==> config.mk <==
export PLATFORM = sky130hd
export DESIGN_NAME = playfair_digraph_encipher
export DESIGN_NICKNAME = d
export VERILOG_FILES = /design/src/pfe_pkg.sv /design/src/pfe_ctrl.sv /design/src/pfe_dp.sv /design/src/playfair_digraph_encipher.sv
export SDC_FILE = /design/constraint.sdc
export NUM_CORES = 1
export LEC_CHECK = 0
export ABC_AREA = 1
export BUFFER_PORTS_ARGS = -buffer_cell sky130_fd_sc_hd__buf_2
export CORE_MARGIN = 2
export CORE_UTILIZATION = 40
export CTS_CLUSTER_SIZE = 12
export DETAILED_ROUTE_END_ITERATION = 12
export PLACE_DENSITY_LB_ADDON = 0.2
export SETUP_SLACK_MARGIN = 0.3
export SYNTH_ARGS = -nofsm -noshare
export SYNTH_HDL_FRONTEND = slang
export SYNTH_SLANG_ARGS = --single-unit
==> constraint.sdc <==
create_clock -name clk -period 3.8 [get_ports clk]
set_clock_uncertainty 0.1 [all_clocks]
set_input_delay 0.19 -clock clk [delete_from_list [all_inputs] [get_ports clk]]
set_output_delay 0.19 -clock clk [all_outputs]
set_load 0.01 [all_outputs]
==> src/pfe_pkg.sv <==
// ----------------------------------------------------------------------------
// Playfair encipher package
// Shared types, codes and constants for the Playfair digraph encipher block.
// ----------------------------------------------------------------------------
package pfe_pkg;

	// Letter indexes (A = 0) and ASCII codes.
	localparam logic [4:0] LETTER_I     = 5'd8;
	localparam logic [4:0] LETTER_J     = 5'd9;
	localparam logic [4:0] LETTER_X     = 5'd23;
	localparam logic [4:0] LETTER_LAST  = 5'd25;
	localparam logic [4:0] CELL_COUNT   = 5'd25;
	localparam logic [2:0] SIDE_LAST    = 3'd4;
	localparam logic [7:0] ASCII_UPPER_A = 8'h41;
	localparam logic [7:0] ASCII_UPPER_Z = 8'h5a;
	localparam logic [7:0] ASCII_LOWER_A = 8'h61;
	localparam logic [7:0] ASCII_LOWER_Z = 8'h7a;
	localparam logic [7:0] ASCII_CASE    = 8'h20;

	// Word kinds on the input channel.
	localparam logic KIND_KEY  = 1'b0;
	localparam logic KIND_TEXT = 1'b1;

	// Controller states.
	typedef enum logic [2:0] {
		ST_IDLE,
		ST_WALK,
		ST_POS,
		ST_CELL,
		ST_EMIT1,
		ST_EMIT2
	} state_t;

	// Commands from the controller to the datapath.
	typedef struct packed {
		logic key_load;
		logic text_load;
		logic walk_step;
		logic walk_end;
		logic pos_rd;
		logic cell_rd;
		logic second;
	} cmd_t;

	// Status from the datapath to the controller.
	typedef struct packed {
		logic square_ready;
		logic pair_go;
		logic walk_last;
	} status_t;

endpackage

==> src/pfe_ctrl.sv <==
// ----------------------------------------------------------------------------
// Playfair encipher controller
// Sequences key loading, the square completion walk, the two lookups of a
// letter pair and the delivery of its two cipher words.
// ----------------------------------------------------------------------------
module pfe_ctrl (
	input  logic             clk,
	input  logic             arst_n,
	input  logic             in_valid,
	output logic             in_stall,
	input  logic             kind,
	input  logic             is_last,
	output logic             out_valid,
	input  logic             out_stall,
	input  pfe_pkg::status_t status,
	output pfe_pkg::cmd_t    cmd
);

	pfe_pkg::state_t state_q;
	pfe_pkg::state_t state_d;

	// State register.
	always_ff @(posedge clk or negedge arst_n) begin
		if (!arst_n) begin
			state_q <= pfe_pkg::ST_IDLE;
		end else begin
			state_q <= state_d;
		end
	end

	// Next state and commands.
	always_comb begin
		state_d   = state_q;
		cmd       = '0;
		in_stall  = 1'b1;
		out_valid = 1'b0;
		unique case (state_q)
			pfe_pkg::ST_IDLE: begin
				in_stall = 1'b0;
				if (in_valid) begin
					if (kind == pfe_pkg::KIND_KEY) begin
						cmd.key_load = 1'b1;
						if (is_last) begin
							state_d = pfe_pkg::ST_WALK;
						end
					end else if (status.square_ready) begin
						cmd.text_load = 1'b1;
						if (status.pair_go) begin
							state_d = pfe_pkg::ST_POS;
						end
					end
				end
			end
			pfe_pkg::ST_WALK: begin
				cmd.walk_step = 1'b1;
				if (status.walk_last) begin
					cmd.walk_end = 1'b1;
					state_d      = pfe_pkg::ST_IDLE;
				end
			end
			pfe_pkg::ST_POS: begin
				cmd.pos_rd = 1'b1;
				state_d    = pfe_pkg::ST_CELL;
			end
			pfe_pkg::ST_CELL: begin
				cmd.cell_rd = 1'b1;
				state_d     = pfe_pkg::ST_EMIT1;
			end
			pfe_pkg::ST_EMIT1: begin
				out_valid = 1'b1;
				if (!out_stall) begin
					state_d = pfe_pkg::ST_EMIT2;
				end
			end
			pfe_pkg::ST_EMIT2: begin
				out_valid  = 1'b1;
				cmd.second = 1'b1;
				if (!out_stall) begin
					state_d = pfe_pkg::ST_IDLE;
				end
			end
			default: begin
				state_d = pfe_pkg::ST_IDLE;
			end
		endcase
	end

endmodule

==> src/pfe_dp.sv <==
// ----------------------------------------------------------------------------
// Playfair encipher datapath
// Holds the key square and letter position memories, the placement logic,
// the open pair and the lookup registers of the pair being enciphered.
// ----------------------------------------------------------------------------
module pfe_dp (
	input  logic             clk,
	input  logic             arst_n,
	input  logic [7:0]       char_code,
	input  logic             is_last,
	input  pfe_pkg::cmd_t    cmd,
	output pfe_pkg::status_t status,
	output logic [7:0]       cipher_char,
	output logic             pair_last,
	output logic             message_end
);

	// Memories: cell -> letter, letter -> {row, col}.
	logic [4:0] sq_mem  [25];
	logic [5:0] pos_mem [26];

	logic [25:0] used_q;
	logic [4:0]  fill_q;
	logic        ready_q;
	logic [4:0]  pend_q;
	logic        pend_valid_q;
	logic [4:0]  walk_q;

	logic [4:0]  pair_a_q;
	logic [4:0]  pair_b_q;
	logic        end_q;
	logic [5:0]  pos_a_q;
	logic [5:0]  pos_b_q;
	logic [4:0]  let_a_q;
	logic [4:0]  let_b_q;

	logic        letter_ok;
	logic [4:0]  letter;
	logic        restart;
	logic [25:0] used_eff;
	logic [4:0]  fill_eff;
	logic        plc_en;
	logic [4:0]  plc_letter;
	logic        do_place;
	logic [5:0]  plc_pos;
	logic        pair_go;
	logic [4:0]  addr_a;
	logic [4:0]  addr_b;

	// Folds an 8-bit code to a letter index: case is ignored and J reads as I.
	function automatic logic [5:0] letter_of(input logic [7:0] code);
		logic [7:0] up;
		logic [4:0] idx;
		logic       ok;
		up  = code;
		idx = '0;
		ok  = 1'b0;
		if (code >= pfe_pkg::ASCII_LOWER_A && code <= pfe_pkg::ASCII_LOWER_Z) begin
			up = code - pfe_pkg::ASCII_CASE;
		end
		if (up >= pfe_pkg::ASCII_UPPER_A && up <= pfe_pkg::ASCII_UPPER_Z) begin
			ok  = 1'b1;
			idx = 5'(up - pfe_pkg::ASCII_UPPER_A);
			if (idx == pfe_pkg::LETTER_J) begin
				idx = pfe_pkg::LETTER_I;
			end
		end
		return {ok, idx};
	endfunction

	// Row and column of a cell number, row in the upper three bits.
	function automatic logic [5:0] pos_of(input logic [4:0] cell_num);
		logic [2:0] row;
		logic [4:0] base;
		if (cell_num >= 5'd20) begin
			row  = 3'd4;
			base = 5'd20;
		end else if (cell_num >= 5'd15) begin
			row  = 3'd3;
			base = 5'd15;
		end else if (cell_num >= 5'd10) begin
			row  = 3'd2;
			base = 5'd10;
		end else if (cell_num >= 5'd5) begin
			row  = 3'd1;
			base = 5'd5;
		end else begin
			row  = 3'd0;
			base = 5'd0;
		end
		return {row, 3'(cell_num - base)};
	endfunction

	// Cell number of a row and column.
	function automatic logic [4:0] cell_of(input logic [2:0] row, input logic [2:0] col);
		return 5'({row, 2'b00}) + 5'(row) + 5'(col);
	endfunction

	// Step one row or column on, wrapping around the square.
	function automatic logic [2:0] wrap_inc(input logic [2:0] v);
		return (v == pfe_pkg::SIDE_LAST) ? 3'd0 : v + 3'd1;
	endfunction

	assign {letter_ok, letter} = letter_of(char_code);

	// Placement: a key byte after a finished square starts a new key.
	assign restart    = cmd.key_load && ready_q;
	assign used_eff   = restart ? '0 : used_q;
	assign fill_eff   = restart ? '0 : fill_q;
	assign plc_en     = (cmd.key_load && letter_ok)
	                    || (cmd.walk_step && walk_q != pfe_pkg::LETTER_J);
	assign plc_letter = cmd.walk_step ? walk_q : letter;
	assign do_place   = plc_en && (fill_eff < pfe_pkg::CELL_COUNT)
	                    && !used_eff[plc_letter];
	assign plc_pos    = pos_of(fill_eff);

	// A pair closes on a second letter, or on the last byte with a letter open.
	assign pair_go = pend_valid_q ? (letter_ok || is_last) : (letter_ok && is_last);

	assign status.square_ready = ready_q;
	assign status.pair_go      = pair_go;
	assign status.walk_last    = (walk_q == pfe_pkg::LETTER_LAST);

	// Memory writes.
	always_ff @(posedge clk) begin
		if (do_place) begin
			sq_mem[fill_eff]    <= plc_letter;
			pos_mem[plc_letter] <= plc_pos;
		end
	end

	// Square bookkeeping and completion walk counter.
	always_ff @(posedge clk or negedge arst_n) begin
		if (!arst_n) begin
			used_q  <= '0;
			fill_q  <= '0;
			ready_q <= 1'b0;
			walk_q  <= '0;
		end else begin
			if (do_place) begin
				used_q <= used_eff | (26'd1 << plc_letter);
				fill_q <= fill_eff + 5'd1;
			end else if (restart) begin
				used_q <= '0;
				fill_q <= '0;
			end
			if (cmd.key_load) begin
				ready_q <= 1'b0;
				walk_q  <= '0;
			end else if (cmd.walk_step) begin
				walk_q <= walk_q + 5'd1;
				if (cmd.walk_end) begin
					ready_q <= 1'b1;
				end
			end
		end
	end

	// Open pair.
	always_ff @(posedge clk or negedge arst_n) begin
		if (!arst_n) begin
			pend_q       <= '0;
			pend_valid_q <= 1'b0;
		end else if (cmd.key_load) begin
			pend_valid_q <= 1'b0;
		end else if (cmd.text_load) begin
			if (pair_go) begin
				pend_valid_q <= 1'b0;
			end else if (letter_ok) begin
				pend_q       <= letter;
				pend_valid_q <= 1'b1;
			end
		end
	end

	// Pair capture; the second letter is padded with X where none follows.
	always_ff @(posedge clk) begin
		if (cmd.text_load) begin
			pair_a_q <= pend_valid_q ? pend_q : letter;
			pair_b_q <= (pend_valid_q && letter_ok) ? letter : pfe_pkg::LETTER_X;
			end_q    <= is_last;
		end
	end

	// First lookup: position of each letter.
	always_ff @(posedge clk) begin
		if (cmd.pos_rd) begin
			pos_a_q <= pos_mem[pair_a_q];
			pos_b_q <= pos_mem[pair_b_q];
		end
	end

	// Playfair rules: same row, same column, otherwise rectangle.
	always_comb begin
		if (pos_a_q[5:3] == pos_b_q[5:3]) begin
			addr_a = cell_of(pos_a_q[5:3], wrap_inc(pos_a_q[2:0]));
			addr_b = cell_of(pos_a_q[5:3], wrap_inc(pos_b_q[2:0]));
		end else if (pos_a_q[2:0] == pos_b_q[2:0]) begin
			addr_a = cell_of(wrap_inc(pos_a_q[5:3]), pos_a_q[2:0]);
			addr_b = cell_of(wrap_inc(pos_b_q[5:3]), pos_a_q[2:0]);
		end else begin
			addr_a = cell_of(pos_a_q[5:3], pos_b_q[2:0]);
			addr_b = cell_of(pos_b_q[5:3], pos_a_q[2:0]);
		end
	end

	// Second lookup: cipher letters from the square.
	always_ff @(posedge clk) begin
		if (cmd.cell_rd) begin
			let_a_q <= sq_mem[addr_a];
			let_b_q <= sq_mem[addr_b];
		end
	end

	// Output word.
	assign cipher_char = pfe_pkg::ASCII_UPPER_A
	                     + {3'b000, (cmd.second ? let_b_q : let_a_q)};
	assign pair_last   = cmd.second;
	assign message_end = end_q;

endmodule

==> src/playfair_digraph_encipher.sv <==
// Sequence: a key byte is accepted in ST_IDLE; the last key byte starts a walk
// (ST_WALK) that fills the rest of the square. A text byte that closes a pair
// goes through the registered position lookup (ST_POS) and cell lookup
// (ST_CELL); its first cipher word is shown in ST_EMIT1 and the second in
// ST_EMIT2. No new byte is taken until both words of the pair are accepted.
// Reset clears all control state; the square is unusable until a key ends.
// ----------------------------------------------------------------------------
// Playfair digraph encipher
// Builds a 5x5 Playfair square from key words and enciphers text words in
// letter pairs, one cipher letter per output word.
// ----------------------------------------------------------------------------
module playfair_digraph_encipher (
	input  logic       clk,
	input  logic       arst_n,
	input  logic       in_valid,
	output logic       in_stall,
	input  logic       kind,
	input  logic [7:0] char_code,
	input  logic       is_last,
	output logic       out_valid,
	input  logic       out_stall,
	output logic [7:0] cipher_char,
	output logic       pair_last,
	output logic       message_end
);

	pfe_pkg::cmd_t    cmd;
	pfe_pkg::status_t status;

	// Controller.
	pfe_ctrl u_ctrl (
		.clk       (clk),
		.arst_n    (arst_n),
		.in_valid  (in_valid),
		.in_stall  (in_stall),
		.kind      (kind),
		.is_last   (is_last),
		.out_valid (out_valid),
		.out_stall (out_stall),
		.status    (status),
		.cmd       (cmd)
	);

	// Datapath.
	pfe_dp u_dp (
		.clk         (clk),
		.arst_n      (arst_n),
		.char_code   (char_code),
		.is_last     (is_last),
		.cmd         (cmd),
		.status      (status),
		.cipher_char (cipher_char),
		.pair_last   (pair_last),
		.message_end (message_end)
	);

endmodule
==> run_results.csv <==
group,metric,value,unit
sta,worst_pin_slew,1090,ps
synth,ys_warn_count,0,
setup_path,path_common_cell,"nor2_4",
cells_and_area,regArea,0.0106,sq mm
sta,holdWs,43.5,ps
synth,synthFlopType,"edfxtp_1",
sta,relSlewSlack,27.7,%
drt,routed_wl,58800,um
drt,vias,16100,
cts,h-tree-depth,2,
cells_and_area,design_area,0.0228,sq mm
global_routing,antenna_found_initial,1,
synth,synth.top_cell.area_share,48.1,%
setup_path,crit_path_start,"u_ctrl.state_q[0]",
cts,cts_tree,"done",
synth,yosysTopAreaCell,"edfxtp_1",
sta,fin_crit,3460,ps
die,initial_utilization,40.3,%
sta,setup_viol,0,
sta,clock.fmax,289,MHz
synth,syn-num-nets,2154,
drt,drtAntennaViolNets,0,
setup_path,critical_path_class,"reg -> reg",
synth,synth_compound_area_share,17.2,%
setup_path,crit_arrival,3670,ps
drt,drt_iter0_drc,1554,
placement,dp_cells,2720,
synth,synth_edf_count,314,
setup_path,cp-start-kind,"flop",
synth,syn_area_per_cell,9.42,sq um
die,core_area,0.0486,sq mm
global_routing,grt_pass1_vias,15700,
setup_path,end_kind,"flop",
setup_path,slowest_delay,390,ps
cells_and_area,layout.cells.non_filler,2833,
sta,slew_violations,0,
synth,yosys-top-cells-area,"edfxtp_1, nand2_1, dfrtp_1",
synth,synth_mux_area_share,0.0510,%
die,top_level_ports,26,
sta,finalHoldViolCount,0,
setup_path,worst_path_max_delay_cell,"dfrtp_1",
cts,cts.reportedPaths.clkPinSlew,60,ps
cells_and_area,multi_input_area,0.00795,sq mm
sta,tns,0,ps
setup_path,r2r_start,"u_ctrl.state_q[0]",
cts,clock-sinks,360,
global_routing,grt_first_pass_wirelength,89300,um
placement,place.gp.congestion,0.875,
cells_and_area,n_fill_cell,4630,
placement,placed_area,0.0209,sq mm
setup_path,crit_family,"adder cells",
synth,syn_area,0.0196,sq mm
cts,cts_root_buf,"clkbuf_16",
die,die_area,0.0508,sq mm
placement,hpwl,39200,um
setup_path,path_cells,"nor2_2 > nand2_2 > nor2_4 > nand2_4 > inv_4 > nor2_4 > ha_2 > inv_2 > nor3_1 > ha_2 > nor2_4 > a21oi_4 > ha_4 > fa_2 > xnor2_2 > xnor2_2 > buf_6 > buf_12 > inv_8",
power,power_density,798,mW/mm^2
synth,synth_seq_area_share,54.0,%
cells_and_area,drive_gt1_share,14.4,%
global_routing,grt_overflow_total,0,
cts,cts_buffer_depth,3,
job,max-cap-violations,0,
synth,synth_cells,2081,
synth,synthSimpleGateAreaFrac,16.6,%
cells_and_area,area_delta_synth_final,16.3,%
synth,ys_ff_latch,360,
synth,synth.most_common_cell,"nand2_1",
synth,synth_fa_ha_area_share,4.15,%
global_routing,grt_usage,22.9,%
die,dieWidth,225,um
setup_path,cp.required,4010,ps
cts,cts_made_buffers,42,
synth,synth_cell_types,49,
min_path,min_path_type,"in -> reg",
drt,firstDrtPassIters,5,
power,leakage,8.85,nW
synth,netlist_top_cells_count,"nand2_1, edfxtp_1, o21ai_0, inv_1, nor2_1",
global_routing,grt_max_degree,103,
sta,rsz0062_at_grt,"yes",
synth,synth_top_family_by_area,"compound AO/OA/AOI/OAI gates",
setup_path,cp_num_buf_inv,5,
placement,portBuffers,23,
drt,route.detailed.drc,0,
sta,fin_crit_sh,91.1,%
die,die_y,225,um
min_path,min-delay-start,"char_code[4]",
drt,avgViaCountPerCell,5.68,
cells_and_area,nets,2255,
power,vdd_drop_max,0.497,mV
setup_path,path_max_fanout,13,
outcome,run_status,"complete, no violations",
synth,async_flop_share,12.8,%
cells_and_area,n_antenna_cell,0,
drt,wl_per_cell,20.7,um
die,num_rows,81,
synth,synthXorXnorAreaFrac,1.16,%
cts,insertion_delay,570,ps
## tightest hold or removal path: cells and delay by family
family,cells,cell delay [ps]
and+or+nand+nor,3,250
buffers and inverters,2,150
## cell type report
cell class	count	share of cell area, %
Inverter	206	3.52
Sequential cell	360	46.4
Timing Repair Buffer	175	5.89
Multi-Input combinational cell	1393	34.9
Timing Repair inverter	4	0.143
Tap cell	622	3.41
Clock buffer	54	5.17
Clock inverter	19	0.609
## placed cells by master (no fill, tap or decap), drive strengths merged
cell type | netlist | layout
clkinvlp | 0 | 5
o22ai | 8 | 8
edfxtp | 314 | 314
xor2 | 11 | 11
mux2i | 1 | 1
a32oi | 8 | 8
o41ai | 1 | 1
o211ai | 146 | 146
dlygate4sd3 | 0 | 8
o21bai | 1 | 1
o21ai | 249 | 249
o221ai | 40 | 40
ha | 49 | 49
nand3 | 134 | 134
nor4 | 1 | 1
o21a | 6 | 6
inv | 200 | 202
nor2 | 174 | 174
a32o | 1 | 1
nand4 | 6 | 6
a21o | 4 | 4
nand2 | 384 | 384
xnor2 | 15 | 15
a311oi | 1 | 1
a21oi | 69 | 69
clkbuf | 79 | 54
nand3b | 4 | 4
clkinv | 6 | 20
bufinv | 0 | 2
nor3b | 1 | 1
conb | 2 | 2
buf | 43 | 167
fa | 10 | 10
nor3 | 48 | 48
a31oi | 15 | 15
and2 | 1 | 1
dfrtp | 46 | 46
or2 | 3 | 3
## flip-flops by register name, indices dropped and copies added, names as in the netlist, 6 cells and up
register and count:
u_dp.pos_mem 156, u_dp.sq_mem 125, u_dp.pos_a_q 6, u_dp.pos_b_q 6, u_dp.used_q 26
## kinds of logic after synthesis
kind of cell | after synthesis
and+or+nand+nor | 756
AOI/OAI and AO/OA | 549
DFF | 360
buffers and inverters | 328
adders and majority gates | 59
xor gates and xnor gates | 26
other | 2
muxes | 1
## what timing repair did
| action | 4_1_cts | 5_1_grt |
|---|---|---|
| setup endpoints to repair | 62 | 332 |
| hold buffers | 8 | 0 |
| pin swaps | 2 | 20 |
| endpoints found under the hold margin | 56 | 0 |
| gates resized for setup | 12 | 72 |
| gates cloned | 0 | 6 |
| setup buffers | 3 | 23 |
## per-layer routing
metal	global-route usage (%)	vias to the layer above	share of wire [%]
met1	29.3	7761	42
met4	8.46	0	3.3
met3	4.59	115	7.1
li1	-	7576	-
met5	0	-	0
met2	38.2	632	48
## per-stage QoR
step	total power [mW]	util (%)	setup slack [ps]
floorplan	10.7	-	301
global placement	13.2	42.9	192
detailed placement	13.3	42.9	99.6
CTS	17.4	45.9	300
global route	19.2	46.9	213
finish	18.2	46.9	337
## worst paths after layout
| check | depth (start not counted) | endpoint | slack [ps] |
|---|---|---|---|
| min in group asynchronous | 2 | u_ctrl.state_q[0] | 270 |
| max in group asynchronous | 2 | u_dp.used_q[11] | 2660 |
| min reg2reg | 2 | u_dp.used_q[8] | 380 |
| max | 19 | u_dp.pos_mem[13][2] | 340 |
| min | 5 | u_dp.pair_b_q[4] | 40 |
| max reg2reg | 19 | u_dp.pos_mem[13][2] | 340 |
## where the power goes
| group | switching [mW] | internal, mW |
|---|---|---|
| sequential | 0.231 | 5.86 |
| clock | 1.61 | 2.31 |
| combinational | 5.61 | 2.57 |
| total | 7.45 | 10.7 |
Power figures use the tool's default switching activity.
